<file path="src/rtl/core/point_rotate_about_center_top_macros.svh">
// Assertion macros for the point rotation block.
`ifndef POINT_ROTATE_ABOUT_CENTER_TOP_MACROS_SVH
`define POINT_ROTATE_ABOUT_CENTER_TOP_MACROS_SVH

// Same-cycle implication, disabled while reset is asserted.
`define PRC_ASSERT_IMPLY(lbl, clk, rst_n, ante, cons, msg) \
  lbl: assert property (@(posedge clk) disable iff (!rst_n) (ante) |-> (cons)) \
    else $error(msg);

// Next-cycle implication, disabled while reset is asserted.
`define PRC_ASSERT_NEXT(lbl, clk, rst_n, ante, cons, msg) \
  lbl: assert property (@(posedge clk) disable iff (!rst_n) (ante) |=> (cons)) \
    else $error(msg);

`endif

</file>
<file path="src/rtl/core/prc_pkg.sv">
// Shared types and constants for the point rotation block.
`default_nettype none

package prc_pkg;

  localparam int unsigned CORDIC_STAGES_DEF = 16;

  // CORDIC gain 0.60725293500888 in Q29
  localparam logic signed [31:0] CORDIC_GAIN = 32'sd326016437;

  // arctan(2^-i) in binary angle units, 2^32 per turn
  localparam logic [31:0] ATAN_TAB [32] = '{
    32'h20000000, 32'h12E4051E, 32'h09FB385B, 32'h051111D4,
    32'h028B0D43, 32'h0145D7E1, 32'h00A2F61E, 32'h00517C55,
    32'h0028BE53, 32'h00145F2F, 32'h000A2F98, 32'h000517CC,
    32'h00028BE6, 32'h000145F3, 32'h0000A2FA, 32'h0000517D,
    32'h000028BE, 32'h0000145F, 32'h00000A30, 32'h00000518,
    32'h0000028C, 32'h00000146, 32'h000000A3, 32'h00000051,
    32'h00000029, 32'h00000014, 32'h0000000A, 32'h00000005,
    32'h00000003, 32'h00000001, 32'h00000001, 32'h00000000
  };

  // One item as it moves through the CORDIC stages
  typedef struct packed {
    logic               vld;
    logic               flip;
    logic signed [32:0] dx;
    logic signed [32:0] dy;
    logic signed [31:0] x;
    logic signed [31:0] y;
    logic signed [31:0] z;
  } prc_cordic_t;

endpackage

`default_nettype wire

</file>
<file path="src/rtl/core/prc_cordic_stage.sv">
// One registered CORDIC rotation stage.
`default_nettype none

module prc_cordic_stage #(
  parameter int unsigned STAGE_IDX = 0
) (
  input  wire logic                 clk,
  input  wire logic                 rst_n,
  input  wire prc_pkg::prc_cordic_t stage_i,
  output prc_pkg::prc_cordic_t      stage_o
);

  prc_pkg::prc_cordic_t st_r;
  prc_pkg::prc_cordic_t st_nxt;

  logic signed [31:0] x_in;
  logic signed [31:0] y_in;
  logic signed [31:0] z_in;
  logic signed [31:0] xs;
  logic signed [31:0] ys;
  logic signed [31:0] atan;

  always_comb begin
    x_in = stage_i.x;
    y_in = stage_i.y;
    z_in = stage_i.z;
    xs   = x_in >>> STAGE_IDX;
    ys   = y_in >>> STAGE_IDX;
    atan = signed'(prc_pkg::ATAN_TAB[STAGE_IDX]);
    st_nxt = stage_i;
    // steer toward zero residual angle
    if (!z_in[31]) begin
      st_nxt.x = x_in - ys;
      st_nxt.y = y_in + xs;
      st_nxt.z = z_in - atan;
    end else begin
      st_nxt.x = x_in + ys;
      st_nxt.y = y_in - xs;
      st_nxt.z = z_in + atan;
    end
  end

  always_ff @(posedge clk) begin
    if (!rst_n) begin
      st_r.vld <= 1'b0;
    end else begin
      st_r <= st_nxt;
    end
  end

  assign stage_o = st_r;

endmodule

`default_nettype wire

</file>
<file path="config.mk">
export PLATFORM = sky130hd
export DESIGN_NAME = prc_cordic_stage
export DESIGN_NICKNAME = d
export VERILOG_FILES = /design/src/rtl/core/point_rotate_about_center_top_macros.svh /design/src/rtl/core/prc_pkg.sv /design/src/rtl/core/prc_cordic_stage.sv
export SDC_FILE = /design/constraint.sdc
export NUM_CORES = 1
export LEC_CHECK = 0
export ABC_AREA = 1
export BUFFER_PORTS_ARGS = -buffer_cell sky130_fd_sc_hd__buf_2
export CORE_ASPECT_RATIO = 1.2
export CORE_UTILIZATION = 35
export DETAILED_ROUTE_END_ITERATION = 8
export SYNTH_ARGS = -nofsm -noshare
export SYNTH_HDL_FRONTEND = slang
export SYNTH_SLANG_ARGS = --single-unit
</file>
<file path="constraint.sdc">
create_clock -name clk -period 4.55 [get_ports clk]
set_input_delay 0.91 -clock clk [delete_from_list [all_inputs] [get_ports clk]]
set_output_delay 0.91 -clock clk [all_outputs]
set_load 0.01 [all_outputs]
</file>
# Word level (Yosys, flattened, before mapping)
# Index checks and enable logic that the tools add are counted.
[totals]
reg_bits = 164
elab_cells = 13
[classes]
n_addsub = 5
n_mux = 1
[op_table]
columns = ["operator", "n"]
rows = [
  ["$mux W96", 1],
  ["$sub A32 B32 Y32", 2],
  ["$add A32 B31 Y32 const B", 1],
  ["$add A32 B32 Y32", 1],
  ["$sub A32 B31 Y32 const B", 1],
]

# Depth between registers and ports, before layout
# Gate-level depths: netlist of the first run.
[depth]
ltp_word = 2
ltp_mapped = 17
mapped_depth_nobuf = 16

# Least setup slack after synthesis of the first run
# No wires, ideal clock.
[synth_path]
kind = "input-to-reg"
startpoint = "in stage_i[32] (netlist bit)"
endpoint = "reg st_r (netlist bit stage_o[60]) (data pin)"
setup_time_ns = 0.254
arrival_ns = 2.277
t_required_ns = 4.296
path_slack_ns = 2.020
stages = 11
path_buffers = 0
cell_sequence = "ha_1 -> fa_1 -> nand2_1 -> nand2_1 -> and2_1 -> nand2_1 -> nand3_1 -> nand2_1 -> nand3_1 -> nand3_1 -> nand2_1"
[synth_lines]
columns = ["item", "line_no", "text"]
rows = [
  ["start: declaration", "prc_cordic_stage.sv:9", "input wire prc_pkg::prc_cordic_t stage_i,"],
  ["end signal: assignment", "prc_cordic_stage.sv:47", "st_r <= st_nxt;"],
  ["end: declaration", "prc_cordic_stage.sv:13", "prc_pkg::prc_cordic_t st_r;"],
]

==> results of run 1 <==
## power by group
group	total, mW	internal [mW]	switching, mW
logic	1.36	0.450	0.911
clock network	1.58	0.884	0.695
registers	1.90	1.84	0.0537
total	4.84	3.18	1.66
## worst paths after layout
kind,to,slack [ps],depth (start not counted)
min,stage_o[139]$_DFFE_PP_,640,1
max,stage_o[95]$_DFFE_PP_,1790,13
## routing by layer
| layer | part of all wire | vias up | global-route usage | routed length, um |
|---|---|---|---|---|
| li1 | - | 5979 | - | - |
| met1 | 0.40 | 5506 | 0.2646 | 16960 |
| met2 | 0.50 | 424 | 0.4348 | 21350 |
| met3 | 0.054 | 85 | 0.03454 | 2291 |
| met4 | 0.042 | 0 | 0.1177 | 1775 |
| met5 | 0 | - | 0 | 0 |
## cell usage after synthesis
cell type	count
sky130_fd_sc_hd__o21ai_0	31
sky130_fd_sc_hd__xor2_1	26
sky130_fd_sc_hd__inv_2	4
sky130_fd_sc_hd__buf_2	13
sky130_fd_sc_hd__nor3_1	6
sky130_fd_sc_hd__nor3_2	1
sky130_fd_sc_hd__o31ai_1	2
sky130_fd_sc_hd__nor2_1	100
sky130_fd_sc_hd__and3_1	1
sky130_fd_sc_hd__nand4_1	21
sky130_fd_sc_hd__ha_1	94
sky130_fd_sc_hd__buf_1	2
sky130_fd_sc_hd__o21bai_1	10
sky130_fd_sc_hd__clkinv_1	2
sky130_fd_sc_hd__and2_1	2
sky130_fd_sc_hd__nand2_1	617
sky130_fd_sc_hd__nand3b_2	2
sky130_fd_sc_hd__clkbuf_1	11
sky130_fd_sc_hd__o22ai_1	4
sky130_fd_sc_hd__nor2_2	2
sky130_fd_sc_hd__buf_4	16
sky130_fd_sc_hd__edfxtp_1	162
sky130_fd_sc_hd__nor4_2	1
sky130_fd_sc_hd__nand3_1	148
sky130_fd_sc_hd__nand3b_1	5
sky130_fd_sc_hd__o21ai_1	4
sky130_fd_sc_hd__nor2_4	3
sky130_fd_sc_hd__o21a_1	6
sky130_fd_sc_hd__a21oi_1	71
sky130_fd_sc_hd__dfxtp_1	1
sky130_fd_sc_hd__inv_1	329
sky130_fd_sc_hd__a21o_1	1
sky130_fd_sc_hd__a31oi_1	4
sky130_fd_sc_hd__fa_1	4
sky130_fd_sc_hd__nand2_2	7
## logic make-up after synthesis
logic type,count (synthesis)
AND/OR/NAND/NOR,916
buffers and inverters,377
flip-flops,163
AO/OA/AOI/OAI,133
adder cells (fa/ha/maj),98
XOR/XNOR,26
## cell type report
type / instances / share of cell area
clock buffers: 18 / 0.02855
inverters: 335 / 0.08364
clock inverters: 14 / 0.01265
flip-flops and latches: 163 / 0.3249
repair buffers: 334 / 0.1133
well taps: 462 / 0.03845
multi-input cells: 1173 / 0.3986
==> reports/summary.md, run 1 <==
The detail route stage leaves a number of antenna-violating nets equal to 0. Synthesis inferred 163 register bits. The per-instance average area after synthesis is 7.220 um2, and the last weighted congestion value of the routability-driven placer is 0.9876. The die boundary height came out at 207.9 um. For the register area share after synthesis, the log shows 0.3949. STA classifies the critical path endpoint as a flop. After detailed routing, the number of remaining DRC violations is 0.

Share of the clock period used by the worst path: 0.6069. The flow ran to the end, and the final reports show no timing, DRC or antenna violations. Leaving out fill and tap cells, the most frequent cell in the layout is sky130_fd_sc_hd__nand2_1.

Power spread over the standard cell area amounts to 321.8 mW/mm2. The count of buffering cells on the critical path with inverters included is 3, and the post-synthesis instance total is 1,713. The multiplexer area fraction after synthesis is 0, and the worst-case setup margin in the final layout is 1789 ps.

The logs give 75 for the placement row count and 362.2 MHz for the maximum clock frequency. After the last flow step, the layout net total stands at 2,288. At the worst endpoint, the arrival time is 2960 ps.

The biggest area contributor in the post-synthesis netlist is sky130_fd_sc_hd__edfxtp_1. The tools report the number of violations reported at the end of detailed-routing iteration 0 as 714. The horizontal extent of the die came out at 173.6 um. In this run the most critical hold path is launched from stage_i[139].

Counting every net in the synthesized netlist gives 1,977. The post-placement cell area was 0.01442 mm2; the number of placed cells counting well taps was 2,467. Port buffering added 329 buffers.

The register area is 0.004885 mm2, and the final sum of negative setup slack is 0 ps. The max-cap check violation count is 0. By area the synthesized netlist is led by sky130_fd_sc_hd__edfxtp_1, sky130_fd_sc_hd__nand2_1, sky130_fd_sc_hd__inv_1, sky130_fd_sc_hd__ha_1, sky130_fd_sc_hd__nand3_1. The simple-gate share of the synthesized area came out at 0.3060.

The tools report the clock root buffer master as sky130_fd_sc_hd__clkbuf_16. The category of the critical setup timing path is input pin to flop. The min-delay analysis places its worst path in the category input pin to flop. STA classifies the critical path startpoint as an input pin. The run gives 0 as the count of antenna diodes in the layout. Grouping stages by cell kind, the critical path spends the most delay in simple AND/OR/NAND/NOR gates. The design draws 4.838 mW. Starting density of the core: 0.3543. The overall routed net length was 42,380 um; the cell area after technology mapping was 0.01237 mm2.

For the die outline area, the log shows 0.03610 mm2. The fraction of synthesized cell area taken by the top area cell type came out at 0.3933. The largest net degree at the start of global routing was 69; the share of the synthesized area in compound gates (AO/OA/AOI/OAI) was 0.05847. Setup violations remaining at the end of the flow were counted as 0. At the pin with the least slew margin, the transition time is 747.0 ps.

In this run the static leakage power is 8.079 nW. The core region is 0.03491 mm2. The register with the most flip-flops in the layout has 163 of them.

Hold is met by 635.2 ps. After clock tree synthesis, the clock-pin slew on the worst setup and hold paths is 70 ps. TritonCTS built the clock tree.

The remaining global-route overflow was 0; the layout cell share with drive strength beyond 1 was 0.1895. The clock period could shrink to 2761 ps. Slowest cell on the critical path: sky130_fd_sc_hd__ha_1. The number of hold buffers added after CTS was 0. In this design, the stage delay of the slowest critical-path cell is 470 ps. The run gives 0.4307 as the post-route core utilization. The per-cell via count in the routed design was 4.800; the via count of the first global-routing pass was 11,778. Setup repair after global routing left no endpoint under its margin.

The critical path goes through buf_2 -> inv_1 -> ha_1 -> inv_1 -> nand2_1 -> nor3_1 -> nand2_1 -> nor2_1 -> nand2_1 -> nand2_1 -> nand2_1 -> nand3_1 -> nand2_1. The number of iterations in the first detailed-routing pass is 5, and the post-layout instance area is 0.01503 mm2. The run gives 0 as the number of pins exceeding their max-slew limit in the final report.

The adder and majority cell fraction of the synthesized area works out to 0.1016. By area, the combinational part of the netlist is dominated by simple AND/OR/NAND/NOR gates. In the layout the commonest cells are sky130_fd_sc_hd__nand2_1, sky130_fd_sc_hd__inv_1, sky130_fd_sc_hd__buf_2, sky130_fd_sc_hd__edfxtp_1, sky130_fd_sc_hd__nand3_1. Largest fanout on the critical path: 10. The worst-case IR drop observed on VDD is 264.1 uV. The H-tree generated during clock tree synthesis spans 4 levels. The synthesis warning total was 0. The run gives 330 as the total I/O pin count. In this run the post-CTS setup repair buffer count came out at 0. The max-slew headroom at the worst pin was 0.5020; the estimated wirelength of the detail-placed design was 34,910 um. The run gives 1385 ps as the pre-CTS setup slack.

Post-CTS repair changed the size of 0 cells. The critical path starts at stage_i[60]. The tools report the combined area of the multi-input logic cells as 0.005992 mm2. The number of clock sinks came out at 163. The required time of the critical path was 4750 ps.

The wire length per cell after detailed routing came out at 16.96 um. The post-synthesis share of cell area spent on xor and xnor gates works out to 0.01841. Leaving out filler cells and counting taps, the final layout contains 2,499. The count of distinct cell types in the synthesized netlist is 35, and the initial antenna violation count is 1.

The run gives 2 as the number of buffers between clock root and the deepest sink. The cell that appears most often on the critical path is sky130_fd_sc_hd__nand2_1. The area growth from synthesis to layout is 21.56%. Clock tree synthesis inserted a total of 17 buffers. The first global-routing pass estimated 64,230 um of wire. The layout has 3,705 filler cells. The final number of hold-violating endpoints was 0. The routed via count came out at 11,994. The total routing resource utilization after global routing came out at 0.2365.
Note: power is estimated with default switching activity, not from simulation.
==> run 2, diff against run 1 <==
Clock period 4.55 ns to 2.6 ns, I/O delays scaled along.
==> run 2 against run 1 <==
  * Global-route usage is 0.39 points higher
  * Largest power group unchanged
  * Critical endpoint is now stage_o[94]$_DFFE_PP_
  * Hold slack worse by 390 ps
  * Non-clock buffer count is 125 higher
==> reports/summary.md, run 2 (same netlist as run 1, synthesis figures left out) <==
Fill cells in the final layout number 3,631. The run gives 65,520 um as the first-pass GRT wire length. Worst-case setup margin in the final layout: 285.0 ps. The finished layout holds 2,624 standard cells, fillers aside.

The logs give 2,413 for the number of nets in the finished design and 8.663 nW for the static leakage power. During placement, the flow inserted port buffers numbering 329. Walking the worst path, the cells encountered are buf_2 -> ha_1 -> nand2_1 -> nor2_1 -> nand2_1 -> nand3_1 -> nand2_1 -> nand2_1 -> nand2_1 -> nand2_1 -> nand2_1 -> nand3_1 -> nand2_1.

Detailed placement ended at an HPWL of 36,390 um. Max-cap violations in this run came to 0. Power per standard cell area: 530.4 mW/mm2. After routing the design area is 0.01593 mm2. Measured along the y axis, the die boundary spans 207.9 um. The post-cts hold buffer count is 0.

Die outline area: 0.03610 mm2. The cell type group with the largest total delay on the critical path is simple AND/OR/NAND/NOR gates. The number of clock sinks is 163, and the peak per-stage delay on the critical path is 460 ps.

The tools report the proportion of power drawn by combinational gates as 0.314. The library cells used most frequently in the layout, excluding fill and tap cells, are sky130_fd_sc_hd__nand2_1, sky130_fd_sc_hd__inv_1, sky130_fd_sc_hd__buf_2, sky130_fd_sc_hd__edfxtp_1, sky130_fd_sc_hd__nand3_1. The tools report the number of violations reported at the end of detailed-routing iteration 0 as 641.

The total overflow left after global routing is 0. In the routed design, unresolved DRC markers number 0. The tools report the clock network fraction of design power as 0.293.

The placement row count is 75, and the number of flip-flops in the largest register is 163. The switching share of power came out at 0.3494. In this run the remaining antenna-violating nets after routing total 0. Along the worst path, the maximum fanout reaches 9. For the number of H-tree branching levels, the log shows 4. The analysis attributes to net switching a power of 2.952 mW. By instance count, the cell type seen most on the critical path is sky130_fd_sc_hd__nand2_1.

The library cell used most frequently in the layout, excluding fill and tap cells, is sky130_fd_sc_hd__nand2_1. Counting the buffers created by CTS gives 17. VDD sags by at most 468.5 uV. The horizontal extent of the die works out to 173.6 um. In the routed layout, each cell is associated on average with a via count of 4.715. After detailed placement, the total cell area comes to 0.01537 mm2. The floorplan step defined a core boundary enclosing 0.03491 mm2. At the placement stage, the worst setup path has a slack of -128.4 ps. The critical path endpoint category is a flop. Counting tap cells, the placed design contains a total of 2,592 instances. The overall routed net length was 43,080 um. The category of the critical setup timing path was input pin to flop. Setup violations remaining at the end of the flow were counted as 0.

The logs give 0 for the number of pins exceeding their max-slew limit in the final report and 0.005992 mm2 for the combined area of the multi-input logic cells. The slowest stage of the critical path belongs to the cell sky130_fd_sc_hd__ha_1. The run finished with clean final reports. The buffer count from post-CTS setup fixing is 0, and the power consumption is 8.449 mW.

For this block, the via count after detailed routing is 12,372. For the via count of the first global-routing pass, the log shows 12,058. Cell internal power was estimated by the tool at 5.496 mW. The clock slew seen by the registers of the worst setup and hold paths was 70 ps; the number of buffers between clock root and the deepest sink was 2. The count of antenna diodes in the layout is 0, and the maximum clock frequency is 432.0 MHz.

The number of gates resized after CTS was 0. The tools report the fraction of power consumed by sequential logic as 0.393. At the worst endpoint, the required time is 2800 ps.

The run gives 78 as the largest net degree at the start of global routing. The max-slew headroom at the worst pin came out at 0.5177. For the final sum of negative setup slack, the log shows 0 ps. The count of buffering cells on the critical path with inverters included came out at 1. The logs give 2510 ps for the arrival time at the worst endpoint and 0.9676 for the last weighted congestion value of the routability-driven placer. The final critical delay including setup and external delays came out at 2315 ps. Setup repair after global routing left no endpoint under its margin.

The worst setup path is launched from an input pin. The total routing resource utilization after global routing was 0.2404; the wire length per cell after detailed routing was 16.42 um. For the pin with the worst max-slew slack, the measured transition is 723.5 ps. The share of the clock period used by the worst path is 0.8904. The total I/O pin count came out at 330. The starting density of the core was 0.3543.

The layout cell share with drive strength beyond 1 was 0.2364; the number of iterations in the first detailed-routing pass was 5. TritonCTS built the clock tree. Compared with the post-synthesis result, the final layout area differs by 28.78%. The initial antenna violation count came out at 1. In this run the worst hold path is classified as input pin to flop.

The final number of hold-violating endpoints came out at 0. The tree is rooted in a sky130_fd_sc_hd__clkbuf_16. The run gives 0.004885 mm2 as the register area.
[run 2: cell count changes in the layout (fill, tap and decap cells not counted), sizes merged]
cell / change
clkinvlp: +1
clkinv: +1
buf: +125
inv: +1
bufinv: -3
[run 2: worst paths after layout]
check / from / end / slack, ps / depth (start not counted)
max: stage_i[66] / stage_o[94]$_DFFE_PP_ / 290 / 13
min: stage_i[123] / stage_o[123]$_DFFE_PP_ / 240 / 1
[run 2: layer usage]
layer | GRT usage | routed length, um | share of wire | up-vias
met2 | 0.4384 | 21890 | 0.51 | 432
met1 | 0.2802 | 17480 | 0.41 | 5623
met4 | 0.1189 | 1818 | 0.042 | 0
li1 | - | - | - | 6237
met3 | 0.02248 | 1889 | 0.044 | 80
met5 | 0 | 0 | 0 | -
[run 2: layout make-up]
class                           count  share of cell area
Clock buffer                       18             0.02694
Tap cell                          462             0.03629
Multi-Input combinational cell   1173              0.3762
Clock inverter                     14            0.008327
Timing Repair Buffer              459              0.1666
Sequential cell                   163              0.3067
Inverter                          335             0.07895
[run 2: power by group through the flow]
stage / Clock (mW) / Sequential, mW / Combinational, mW
detailed placement: 0 / 3.38 / 2.65
floorplan: 0 / 3.50 / 1.27
global route: 2.63 / 3.34 / 2.93
global placement: 0 / 3.38 / 2.63
finish: 2.48 / 3.32 / 2.66
CTS: 2.55 / 3.33 / 2.66
[run 2: through the flow]
stage                     hold slack, ps    util
after CTS                          225.1  0.4563
after global placement             696.8  0.4402
final                              243.6  0.4563
after global routing               231.2  0.4563
after detailed placement           698.1  0.4402
after floorplan                    613.5       -
==> run 3, diff against run 2 <==
Clock period 2.6 ns to 2 ns, I/O delays scaled along.
==> run 3 against run 2 <==
  * Hold slack worse by 120 ps
  * Clock power rose by 31%
  * Combinational power grew 44%
  * Via count increased by 3.4%
  * Cell count increased by 4.5%
  * Die area did not move
  * Flip-flop and latch count unchanged
  * First-iteration DRC count fell by 0.78%
  * Critical path depth fell by 2
  * Core utilization is 3.8 points higher
  * Global-route usage is 0.66 points higher
  * Critical path type unchanged
==> reports/summary.md, run 3 (same netlist as run 1, synthesis figures left out) <==
The number of violations reported at the end of detailed-routing iteration 0 is 636. The worst setup path is captured at a flop. The run gives 9.266 nW as the static leakage power.

The min-delay analysis places its worst path in the category input pin to flop. At the pin with the least slew margin, the transition time is 554.6 ps. In the layout the commonest cells are sky130_fd_sc_hd__nand2_1, sky130_fd_sc_hd__buf_2, sky130_fd_sc_hd__inv_1, sky130_fd_sc_hd__buf_4, sky130_fd_sc_hd__edfxtp_1. In the routed design, unresolved DRC markers number 0.

The clock root buffer master was sky130_fd_sc_hd__clkbuf_16. The routed design could run at a clock period as short as 1931 ps. The run gives 0 as the final number of hold-violating endpoints.

TritonCTS built the clock tree. The run gives 0.3543 as the starting density of the core. Leaving out fill and tap cells, the most frequent cell in the layout is sky130_fd_sc_hd__nand2_1. The worst setup path is of the input pin to flop kind. The register with the most flip-flops in the layout has 163 of them. Summing over every cut layer, the via total after detailed routing is 12,789. The logs give 0.2470 for the total routing resource utilization after global routing and 0.03491 mm2 for the core box area. Measured along the x axis, the die boundary spans 173.6 um.

In this run the deepest clock path goes through 2 buffers. Based on the critical path, the design can be clocked at up to 517.8 MHz. Across the VDD grid, the largest voltage drop is 520.4 uV. For the worst setup path, the data arrival time is 2150 ps.

After clock tree synthesis, the clock-pin slew on the worst setup and hold paths is 80 ps. The logs give 0 for the remaining global-route overflow and 0 ps for the final sum of negative setup slack. Once detail routing completed, the nets flagged for antenna violations numbered 0. Dividing the detail-routed wire length by the instance count gives 16.32 um. The number of H-tree branching levels is 4. Counting the buffers created by CTS gives 17.

Estimated wirelength of the detail-placed design: 37,550 um. The flow ran to the end, and the final reports show no timing, DRC or antenna violations. STA classifies the critical path startpoint as an input pin. At the end of routability-driven placement, the weighted congestion stood at 0.9568.

Setup repair after global routing could not meet its margin everywhere. For this block, the routed nets add up to 44,750 um of wire. The per-cell via count in the routed design is 4.664. The share of the clock period used by the worst path came out at 0.9657.

The logs give 125.9 ps for the final hold slack and 0 for the post-cts hold buffer count. The run gives 75 as the placement row count. From synthesis to final layout, the design area changed by 39.43%.

The logs give 0 for the number of pins exceeding their max-slew limit in the final report and 2,531 for the number of nets in the finished design. The total I/O pin count is 330, and the layout cell share with drive strength beyond 1 is 0.3110. The combined area of the multi-input logic cells was 0.006374 mm2; the number of clock sinks was 163. The max-slew headroom at the worst pin is 0.6297.

Along the worst path, the maximum fanout reaches 4. The first global-routing pass estimated 67,370 um of wire. The logs give 0.4940 for the post-route core utilization and 0 for the max-cap check violation count.

The register area came out at 0.004885 mm2. The startpoint identified for the worst hold timing path is stage_i[150]. The number of instances on the worst hold path was 1. Count of antenna diodes in the layout: 0.

Worst hold path endpoint: stage_o[150]$_DFFE_PP_. The count of buffers inserted at the top-level ports is 329, and the initial antenna violation count is 2. Setup violations remaining at the end of the flow were counted as 0.

The die is 207.9 um tall. The via count of the first global-routing pass is 12,647, and the largest net degree at the start of global routing is 59. The first detailed-routing pass took 5 iterations.

For the required time of the critical path, the log shows 2220 ps. The number of filler instances in the final layout is 3,576. The die outline area was 0.03610 mm2. Power spread over the standard cell area amounts to 661.7 mW/mm2.

For the power consumption, the log shows 11.41 mW.
==> run 3: cell count changes in the layout (fill, tap and decap cells not counted), moves of 8 or more <==
cell	before	now
sky130_fd_sc_hd__ha_4	0	9
sky130_fd_sc_hd__nand3_2	0	8
sky130_fd_sc_hd__nor2_1	100	89
sky130_fd_sc_hd__ha_1	94	71
sky130_fd_sc_hd__buf_4	128	243
sky130_fd_sc_hd__ha_2	0	14
sky130_fd_sc_hd__a21oi_2	0	11
sky130_fd_sc_hd__nand2_2	7	23
sky130_fd_sc_hd__nand2_1	617	599
sky130_fd_sc_hd__nand3_1	148	137
sky130_fd_sc_hd__a21oi_1	71	59
sky130_fd_sc_hd__nor2_2	2	12
==> run 3: per-stage QoR <==
stage	instances	cell area, um2	worst slack [ps]
floorplan	1713	12370	16.73
finish	2742	17250	68.67
global route	2742	17250	-8.167
global placement	2709	16280	-521.4
CTS	2741	16890	9.034
detailed placement	2709	16280	-541.9
==> run 3: per-layer routing <==
| layer | vias to the layer above | GRT usage | part of all wire |
|---|---|---|---|
| met4 | 2 | 0.1279 | 0.048 |
| met3 | 100 | 0.03381 | 0.047 |
| met2 | 424 | 0.4512 | 0.51 |
| met1 | 5788 | 0.2783 | 0.40 |
| li1 | 6475 | - | - |
| met5 | - | 0 | 0.00025 |
==> run 3: worst max-delay path by stage <==
stage                      from                     to  slack (ps)  depth (start not counted)
floorplan           stage_i[50]  stage_o[91]$_DFFE_PP_          20                         13
finish              stage_i[32]  stage_o[70]$_DFFE_PP_          70                         11
global route        stage_i[32]  stage_o[60]$_DFFE_PP_          -8                         12
detailed placement  stage_i[37]  stage_o[94]$_DFFE_PP_        -540                         14
global placement    stage_i[34]  stage_o[94]$_DFFE_PP_        -520                         14
CTS                 stage_i[32]  stage_o[46]$_DFFE_PP_           9                         12
==> run 3: area by class of cell <==
cell class / instances / area share
clock buffers: 18 / 0.02489
clock inverters: 14 / 0.008416
inverters: 335 / 0.07292
multi-input cells: 1173 / 0.3696
flip-flops and latches: 163 / 0.2832
well taps: 462 / 0.03352
repair buffers: 577 / 0.2074
==> run 3: critical path, cell delays in order <==
cell and delay, ps:
sky130_fd_sc_hd__buf_2 120, sky130_fd_sc_hd__ha_1 230, sky130_fd_sc_hd__fa_2 360, sky130_fd_sc_hd__nand2_1 80, sky130_fd_sc_hd__nand2_1 100, sky130_fd_sc_hd__nand3_1 110
sky130_fd_sc_hd__nand2_2 80, sky130_fd_sc_hd__buf_4 140, sky130_fd_sc_hd__xor2_1 180, sky130_fd_sc_hd__o21ai_0 150, sky130_fd_sc_hd__buf_4 180
==> run 3: where the power goes <==
part	switching [mW]	internal, mW	total [mW]
sequential	0.132	4.19	4.32
combinational	2.26	1.58	3.83
clock	1.60	1.66	3.25
==> run 3: timing repair <==
action                     CTS  global route
resized for setup            9            88
setup buffers                0             1
cloned                       0             0
pin swaps                    0             4
setup endpoints to repair   14            46
